<file path="src/rtl/core/stpdrv_pkg.sv">
// ----------------------------------------------------------------------------
// stpdrv_pkg: shared types and constants of the half-step stepper driver
// Command codes, calibration stages, half-step table and result record.
// ----------------------------------------------------------------------------
`default_nettype none

package stpdrv_pkg;

  localparam int COUNT_BITS = 16;
  localparam int SUM_BITS   = COUNT_BITS + 2;
  localparam int REM_BITS   = 32;
  localparam int SPR_BITS   = 16;
  localparam int EIGHTHS_BITS = 16;
  localparam int IN_DATA_W  = 24;
  localparam int OUT_DATA_W = 24;

  localparam logic [SPR_BITS-1:0] SPR_RESET = 16'd4096;

  // divide by three through a reciprocal multiply
  localparam int DIV3_SHIFT = SUM_BITS + 2;
  localparam int DIV3_MUL_W = DIV3_SHIFT - 1;
  localparam longint unsigned DIV3_MUL = ((64'd1 << DIV3_SHIFT) + 64'd2) / 64'd3;
  localparam int DIV3_PROD_W = SUM_BITS + DIV3_MUL_W;
  localparam int QUOT_W = (SUM_BITS > SPR_BITS) ? SUM_BITS : SPR_BITS;

  typedef enum logic [1:0] {
    CMD_TICK   = 2'd0,
    CMD_RUN    = 2'd1,
    CMD_REV    = 2'd2,
    CMD_CALIB  = 2'd3
  } cmd_t;

  typedef enum logic [2:0] {
    CAL_IDLE = 3'd0,
    CAL_SEEK = 3'd1,
    CAL_INT1 = 3'd2,
    CAL_INT2 = 3'd3,
    CAL_INT3 = 3'd4
  } cal_stage_t;

  typedef struct packed {
    logic [3:0]          coil_pattern;
    logic                stepped;
    logic                busy_res;
    logic                calibrated;
    logic [SPR_BITS-1:0] revolution_steps;
  } res_t;

  function automatic logic [3:0] half_step(input logic [2:0] phase);
    logic [3:0] pat;
    case (phase)
      3'd0:    pat = 4'd1;
      3'd1:    pat = 4'd3;
      3'd2:    pat = 4'd2;
      3'd3:    pat = 4'd6;
      3'd4:    pat = 4'd4;
      3'd5:    pat = 4'd12;
      3'd6:    pat = 4'd8;
      3'd7:    pat = 4'd9;
      default: pat = 4'd0;
    endcase
    return pat;
  endfunction

endpackage

`default_nettype wire

</file>
<file path="src/rtl/core/stpdrv_core.sv">
// ----------------------------------------------------------------------------
// stpdrv_core: sequencer state and per-request update
// Holds phase, step count, calibration state; forms the result record.
// ----------------------------------------------------------------------------
`default_nettype none

module stpdrv_core (
  input  wire logic                                    clk,
  input  wire logic                                    rst_n,
  input  wire logic                                    req_acc,
  input  wire stpdrv_pkg::cmd_t                        req_cmd,
  input  wire logic signed [stpdrv_pkg::EIGHTHS_BITS-1:0] req_eighths,
  input  wire logic                                    req_edge,
  output stpdrv_pkg::res_t                             res
);

  logic [2:0]                          phase_r, phase_nxt;
  logic [stpdrv_pkg::REM_BITS-1:0]     rem_r, rem_nxt;
  logic [stpdrv_pkg::SPR_BITS-1:0]     spr_r, spr_nxt;
  logic                                cal_done_r, cal_done_nxt;
  stpdrv_pkg::cal_stage_t              stage_r, stage_nxt;
  logic [stpdrv_pkg::COUNT_BITS-1:0]   cnt_r, cnt_nxt;
  logic [stpdrv_pkg::SUM_BITS-1:0]     sum_r, sum_nxt;
  logic [3:0]                          coil_r, coil_nxt;
  logic                                stepped;
  logic                                busy;
  logic                                fwd;
  logic                                do_step;
  logic signed [29:0]                  run_prod;
  logic [stpdrv_pkg::DIV3_PROD_W-1:0]  div_prod;
  logic [stpdrv_pkg::QUOT_W-1:0]       quot;
  logic [stpdrv_pkg::SPR_BITS-1:0]     quot_sat;

  assign busy     = (rem_r != '0) || (stage_r != stpdrv_pkg::CAL_IDLE);
  assign run_prod = $signed({1'b0, spr_r[stpdrv_pkg::SPR_BITS-1:3]}) * req_eighths;
  assign div_prod = stpdrv_pkg::DIV3_PROD_W'(sum_r)
                  * stpdrv_pkg::DIV3_PROD_W'(stpdrv_pkg::DIV3_MUL);
  assign quot     = stpdrv_pkg::QUOT_W'(div_prod >> stpdrv_pkg::DIV3_SHIFT);
  assign quot_sat = (quot > stpdrv_pkg::QUOT_W'({stpdrv_pkg::SPR_BITS{1'b1}}))
                  ? {stpdrv_pkg::SPR_BITS{1'b1}} : stpdrv_pkg::SPR_BITS'(quot);

  always_comb begin
    phase_nxt    = phase_r;
    rem_nxt      = rem_r;
    spr_nxt      = spr_r;
    cal_done_nxt = cal_done_r;
    stage_nxt    = stage_r;
    cnt_nxt      = cnt_r;
    sum_nxt      = sum_r;
    do_step      = 1'b0;
    fwd          = 1'b1;
    if (req_acc) begin
      if (req_cmd != stpdrv_pkg::CMD_TICK) begin
        if (!busy) begin
          case (req_cmd)
            stpdrv_pkg::CMD_RUN:   rem_nxt = stpdrv_pkg::REM_BITS'(run_prod);
            stpdrv_pkg::CMD_REV:   rem_nxt = stpdrv_pkg::REM_BITS'(spr_r);
            stpdrv_pkg::CMD_CALIB: begin
              stage_nxt = stpdrv_pkg::CAL_SEEK;
              cnt_nxt   = '0;
              sum_nxt   = '0;
            end
            default: rem_nxt = rem_r;
          endcase
        end
      end else if (stage_r != stpdrv_pkg::CAL_IDLE) begin
        if (req_edge) begin
          cnt_nxt = '0;
          case (stage_r)
            stpdrv_pkg::CAL_SEEK: stage_nxt = stpdrv_pkg::CAL_INT1;
            stpdrv_pkg::CAL_INT1: stage_nxt = stpdrv_pkg::CAL_INT2;
            stpdrv_pkg::CAL_INT2: stage_nxt = stpdrv_pkg::CAL_INT3;
            stpdrv_pkg::CAL_INT3: begin
              spr_nxt      = quot_sat;
              cal_done_nxt = 1'b1;
              stage_nxt    = stpdrv_pkg::CAL_IDLE;
              sum_nxt      = '0;
            end
            default: stage_nxt = stpdrv_pkg::CAL_IDLE;
          endcase
        end else begin
          do_step = 1'b1;
          // count only in the interval stages, saturating
          if ((stage_r != stpdrv_pkg::CAL_SEEK) && (cnt_r != '1)) begin
            cnt_nxt = cnt_r + 1'b1;
            sum_nxt = sum_r + 1'b1;
          end
        end
      end else if (rem_r != '0) begin
        do_step = 1'b1;
        fwd     = ~rem_r[stpdrv_pkg::REM_BITS-1];
        rem_nxt = fwd ? (rem_r - 1'b1) : (rem_r + 1'b1);
      end
    end
    stepped  = do_step;
    coil_nxt = do_step ? stpdrv_pkg::half_step(phase_r) : coil_r;
    if (do_step) begin
      phase_nxt = fwd ? (phase_r + 3'd1) : (phase_r - 3'd1);
    end
  end

  always_comb begin
    res.coil_pattern     = coil_nxt;
    res.stepped          = stepped;
    res.busy_res         = (rem_nxt != '0) || (stage_nxt != stpdrv_pkg::CAL_IDLE);
    res.calibrated       = cal_done_nxt;
    res.revolution_steps = spr_nxt;
  end

  always_ff @(posedge clk) begin
    if (!rst_n) begin
      phase_r    <= '0;
      rem_r      <= '0;
      spr_r      <= stpdrv_pkg::SPR_RESET;
      cal_done_r <= 1'b0;
      stage_r    <= stpdrv_pkg::CAL_IDLE;
      cnt_r      <= '0;
      sum_r      <= '0;
      coil_r     <= '0;
    end else begin
      phase_r    <= phase_nxt;
      rem_r      <= rem_nxt;
      spr_r      <= spr_nxt;
      cal_done_r <= cal_done_nxt;
      stage_r    <= stage_nxt;
      cnt_r      <= cnt_nxt;
      sum_r      <= sum_nxt;
      coil_r     <= coil_nxt;
    end
  end

endmodule

`default_nettype wire

</file>
<file path="src/rtl/core/stpdrv_out.sv">
// ----------------------------------------------------------------------------
// stpdrv_out: result register of the stepper driver
// Holds one result until taken; frees itself when the receiver takes it.
// ----------------------------------------------------------------------------
`default_nettype none

module stpdrv_out (
  input  wire logic                                  clk,
  input  wire logic                                  rst_n,
  input  wire logic                                  res_load,
  input  wire stpdrv_pkg::res_t                      res,
  output logic                                       load_ready,
  output logic                                       out_tvalid,
  input  wire logic                                  out_tready,
  output logic [stpdrv_pkg::OUT_DATA_W-1:0]          out_tdata
);

  logic                      valid_r, valid_nxt;
  stpdrv_pkg::res_t          res_r;

  assign load_ready = !valid_r || out_tready;

  always_comb begin
    valid_nxt = valid_r;
    if (res_load) begin
      valid_nxt = 1'b1;
    end else if (out_tready) begin
      valid_nxt = 1'b0;
    end
  end

  always_ff @(posedge clk) begin
    if (!rst_n) begin
      valid_r <= 1'b0;
    end else begin
      valid_r <= valid_nxt;
    end
  end

  always_ff @(posedge clk) begin
    if (res_load) begin
      res_r <= res;
    end
  end

  assign out_tvalid = valid_r;
  assign out_tdata  = {1'b0, res_r.revolution_steps, res_r.calibrated, res_r.busy_res,
                       res_r.stepped, res_r.coil_pattern};

endmodule

`default_nettype wire

</file>
<file path="src/rtl/core/stepper_half_step_calibrating_driver_top.sv">
// ----------------------------------------------------------------------------
// stepper_half_step_calibrating_driver_top: half-step stepper sequencer
// Drives four coils through the half-step table and calibrates the step
// count of one revolution from an index sensor.
//
// Input stream: one request per command or tick; tuser carries the command
// (tick, run eighths, run one revolution, calibrate), tdata the signed
// eighths and the index edge flag. Output stream: one result per request
// with coil pattern, step flag, busy, calibrated and steps per revolution.
// The result is registered, valid the cycle after; a request is taken in every
// cycle while the result register is free or being emptied, so the rate is
// one request per cycle, set by the single state update per request.
// A stalled receiver holds the result register and backpressures the input.
// Reset clears the coils, the phase, the step count and calibration, and
// sets steps per revolution to 4096; no result is pending after reset.
// ----------------------------------------------------------------------------
`default_nettype none

module stepper_half_step_calibrating_driver_top (
  input  wire logic                                clk,
  input  wire logic                                rst_n,
  input  wire logic                                in_tvalid,
  output logic                                     in_tready,
  // [15:0] run_eighths, [16] opto_edge, [23:17] zero
  input  wire logic [stpdrv_pkg::IN_DATA_W-1:0]    in_tdata,
  // [1:0] command
  input  wire logic [1:0]                          in_tuser,
  output logic                                     out_tvalid,
  input  wire logic                                out_tready,
  // [3:0] coil_pattern, [4] stepped, [5] busy_res, [6] calibrated,
  // [22:7] revolution_steps, [23] zero
  output logic [stpdrv_pkg::OUT_DATA_W-1:0]        out_tdata
);

  logic              in_acc;
  stpdrv_pkg::res_t  res;

  assign in_acc = in_tvalid && in_tready;

  stpdrv_core u_core (
    .clk         (clk),
    .rst_n       (rst_n),
    .req_acc     (in_acc),
    .req_cmd     (stpdrv_pkg::cmd_t'(in_tuser)),
    .req_eighths ($signed(in_tdata[stpdrv_pkg::EIGHTHS_BITS-1:0])),
    .req_edge    (in_tdata[stpdrv_pkg::EIGHTHS_BITS]),
    .res         (res)
  );

  stpdrv_out u_out (
    .clk        (clk),
    .rst_n      (rst_n),
    .res_load   (in_acc),
    .res        (res),
    .load_ready (in_tready),
    .out_tvalid (out_tvalid),
    .out_tready (out_tready),
    .out_tdata  (out_tdata)
  );

`ifndef NO_ASSERTIONS
  a_result_follows: assert property (@(posedge clk) disable iff (!rst_n)
    in_acc |=> out_tvalid)
    else $error("accepted request produced no result");

  a_step_drives_coils: assert property (@(posedge clk) disable iff (!rst_n)
    (out_tvalid && out_tdata[4]) |-> (out_tdata[3:0] != 4'd0))
    else $error("step reported with all coils off");

  a_calibrated_sticks: assert property (@(posedge clk) disable iff (!rst_n)
    (in_acc && res.calibrated) |=> u_out.res_r.calibrated)
    else $error("calibrated flag lost");
`endif

endmodule

`default_nettype wire

</file>
<file path="config.mk">
export PLATFORM = sky130hd
export DESIGN_NAME = stepper_half_step_calibrating_driver_top
export DESIGN_NICKNAME = d
export VERILOG_FILES = /design/src/rtl/core/stpdrv_pkg.sv /design/src/rtl/core/stpdrv_core.sv /design/src/rtl/core/stpdrv_out.sv /design/src/rtl/core/stepper_half_step_calibrating_driver_top.sv
export SDC_FILE = /design/constraint.sdc
export NUM_CORES = 1
export LEC_CHECK = 0
export ABC_AREA = 1
export BUFFER_PORTS_ARGS = -buffer_cell sky130_fd_sc_hd__buf_4
export CORE_MARGIN = 1
export CORE_UTILIZATION = 30
export DETAILED_ROUTE_END_ITERATION = 6
export GPL_TIMING_DRIVEN = 0
export PLACE_DENSITY = 0.43
export SKIP_CTS_REPAIR_TIMING = 1
export SYNTH_ARGS = -nofsm -noshare
export SYNTH_HDL_FRONTEND = slang
export SYNTH_SLANG_ARGS = --single-unit
</file>
<file path="constraint.sdc">
create_clock -name clk -period 13.3 [get_ports clk]
set_input_delay 3.325 -clock clk [delete_from_list [all_inputs] [get_ports clk]]
set_output_delay 3.325 -clock clk [all_outputs]
set_load 0.03 [all_outputs]
</file>
==> results.cfg <==
[setup_path]
cp-endpoint = u_out.out_tdata[5]
path_buf_inv = 5
critPathRequiredTime_ns = 13.46
cp.depth = 26
worstReg2RegStart = u_core.spr_r[7]
cpMostUsedCell = nand2_1
startpoint_type = primary input
critPathMaxFanout = 10
cp-end-kind = register
cp.arrival_ns = 10.03
slowest_stage = fa_1
crit_start = in_tdata[15]
crit_family = adder cells
reg2reg_slack_ns = 5.24
timing_worst_setup_path_type = in -> reg
r2r-end = u_out.out_tdata[5]
slowest_delay_ns = 0.61
reg2regPathDepth = 26

[final_layout]
nets = 4172
fillers = 8870
drive_above_1_share_pct = 4.73
instances_no_fill = 4624
area_growth_pct = 9.36
diodes = 0
fin_area_sq_um = 26500

[die]
num_rows = 103
core-area_sq_um = 79500
die_height_microns = 286
start_util_pct = 30.5
io_pins = 56
dieWidth_microns = 286
die_area_sq_um = 82000

[power]
leakage_nw = 15.2
p_per_area_nw_per_um2 = 53.5
ir_drop_mv = 0.0729
report.power.total_mw = 1.42

[synthesis]
ys_seq_area_share_pct = 10.9
ys_warn_count = 0
synth.area.top_cells = fa_1 (26%), nand2_1 (14%), ha_1 (14%)
yosysMostFrequentCell = nand2_1
synthArstFlopShare_pct = 0
synth_area_sq_um = 24300
synth_top_area_share_pct = 25.7
syn_nets = 4107
synth.avg_cell_area_sq_um = 6.94
ys.flop_type = dfxtp_1
synth_edf_count = 23
synth_cells = 3496
synth_top_area_cell = fa_1
synth_cell_types = 60
synth_commonest_cells = nand2_1 (927), inv_1 (891), fa_1 (312), ha_1 (269), nor2_1 (263)
synth_seq_cells = 121

[detailed_routing]
routed_via_density = 4.50
drc = 0
drt_iter0_drc = 1195
drt_first_pass_iters = 5
vias = 20809
totalWireLength_mm = 77.8
wl_per_cell_microns = 16.8
ant_nets = 0

[timing]
layout_min_cycle_time_ns = 9.87
setup_violations = 0
report.final.slew_viol_count = 0
whs_ns = 0.462
fin_skew_ns = 0.0163
timing.slew.headroom_pct = 28.3
max_freq_mhz = 101
worst_slew_pin_slew_ns = 1.08
finalHoldViolCount = 0
final.period_utilization_pct = 74.2
tns_ns = 0
rsz0062_at_grt = no

[placement]
dpl_cell_area_sq_um = 25900
place_inst = 4592
place_congestion = 0.901
port_buffers = 46
dp_hpwl_mm = 66.0

[grt]
antenna_found_initial = 1
gr-total-overflow = 0
grt_pass1_vias = 21143
grt_pass1_wl_mm = 122
grt_max_degree = 36
track_usage_pct = 19.6

[job]
drv_cap = 0

[clock_network]
htreeDepth = 4
numClockSinks = 121
cts_root_buf = clkbuf_16
cts_buffers = 17
cts_tree = done
clk_path_buf_depth = 2
insertion_delay_ns = 0.48
clk_pin_slew_worst_paths_ns = 0.06

[worst_hold_path]
min_path_type = reg -> reg

[run_status]
status = finished clean
## layer usage
| metal | vias up | share of wire, % | global-route usage (%) | wire length [microns] |
|---|---|---|---|---|
| met1 | 9783 | 48 | 26.8 | 37300 |
| met5 | - | 0.017 | 0 | 13 |
| met4 | 2 | 2.5 | 5.28 | 1940 |
| met3 | 81 | 3.5 | 2.33 | 2690 |
| li1 | 10605 | - | - | - |
| met2 | 338 | 46 | 32.4 | 35800 |
## power by group
part / leakage (nW) / internal [mW] / switching, mW
clock: 0.300 / 0.291 / 0.212
combinational: 13.8 / 0.160 / 0.352
sequential: 1.02 / 0.388 / 0.0158
## worst reg2reg max path, stage by stage, from the launching register on
cell and delay (ns):
dfxtp_1 0.30, clkbuf_1 0.79, clkbuf_1 0.61, nand2_1 0.14, fa_1 0.55, fa_1 0.50
inv_1 0.35, fa_1 0.51, fa_1 0.46, fa_1 0.53, inv_1 0.06, fa_1 0.51
inv_1 0.05, ha_1 0.40, nand2_1 0.16, nor4_1 0.51, o21ai_0 0.33, nand3_1 0.16
nand2_1 0.05, nand3_1 0.13, nand2_1 0.07, nand2_1 0.07, nand2_1 0.05, nor2_1 0.13
nand2_1 0.07, nor2_1 0.11, nand4_1 0.18
## cell families after synthesis
kind of cell | count (synthesis) | share of synthesized area [%]
buf+inv | 979 | 15.6
other cells | 1 | 0.0155
fa+ha+maj | 581 | 39.6
mux | 1 | 0.0413
simple gates | 1489 | 25.7
xor+xnor | 43 | 1.55
flops | 121 | 10.9
compound gates | 281 | 6.55
## state kept, by name, summed over array words and instances (netlist names), named ones only
name,cells
u_core.cal_done_r,1
u_core.cnt_r,16
u_core.coil_r,4
u_core.phase_r,3
u_core.rem_r,32
u_core.spr_r,16
u_core.stage_r,3
u_core.sum_r,18
u_out.out_tdata,23
u_out.out_tvalid,1
## final cells by class
| cell class | count | area (sq um) | share of cell area (%) |
|---|---|---|---|
| multi-input combinational | 2396 | 17800 | 67.2 |
| inverter | 904 | 3390 | 12.8 |
| sequential | 121 | 2650 | 10.0 |
| tap | 1050 | 1310 | 4.95 |
| clock buffer | 18 | 450 | 1.70 |
| buffer | 75 | 383 | 1.44 |
| timing repair buffer | 46 | 345 | 1.30 |
| clock inverter | 14 | 161 | 0.608 |
## through the flow
stage          setup slack (ns)  util (%)
3_3_place_gp               2.97      32.6
4_1_cts                    3.49      33.4
5_1_grt                    3.07      33.4
6_report                   3.43      33.4
3_5_place_dp               3.01      32.6
2_1_floorplan              4.44         -
## placed cells by master (no fill, tap or decap), types with 38 or more instances in the layout
cell type  Yosys  layout
nand2_1      927     927
inv_1        891     890
fa_1         312     312
ha_1         269     269
nor2_1       263     263
nand3_1      155     155
a21oi_1      145     145
dfxtp_1       98      98
o21ai_0       76      76
clkbuf_1      49      49
buf_4          2      48
nor3_1        38      38
## worst min-delay path by stage
stage                 startpoint                end  slack [ns]  cells after the start
6_report       u_core.cal_done_r  u_core.cal_done_r        0.46                      2
5_1_grt        u_core.cal_done_r  u_core.cal_done_r        0.51                      2
4_1_cts        u_core.cal_done_r  u_core.cal_done_r        0.47                      2
3_5_place_dp   u_core.cal_done_r  u_core.cal_done_r        0.46                      2
3_3_place_gp   u_core.cal_done_r  u_core.cal_done_r        0.44                      2
2_1_floorplan  u_core.cal_done_r  u_core.cal_done_r        0.44                      2
Power figures use the tool's default switching activity.
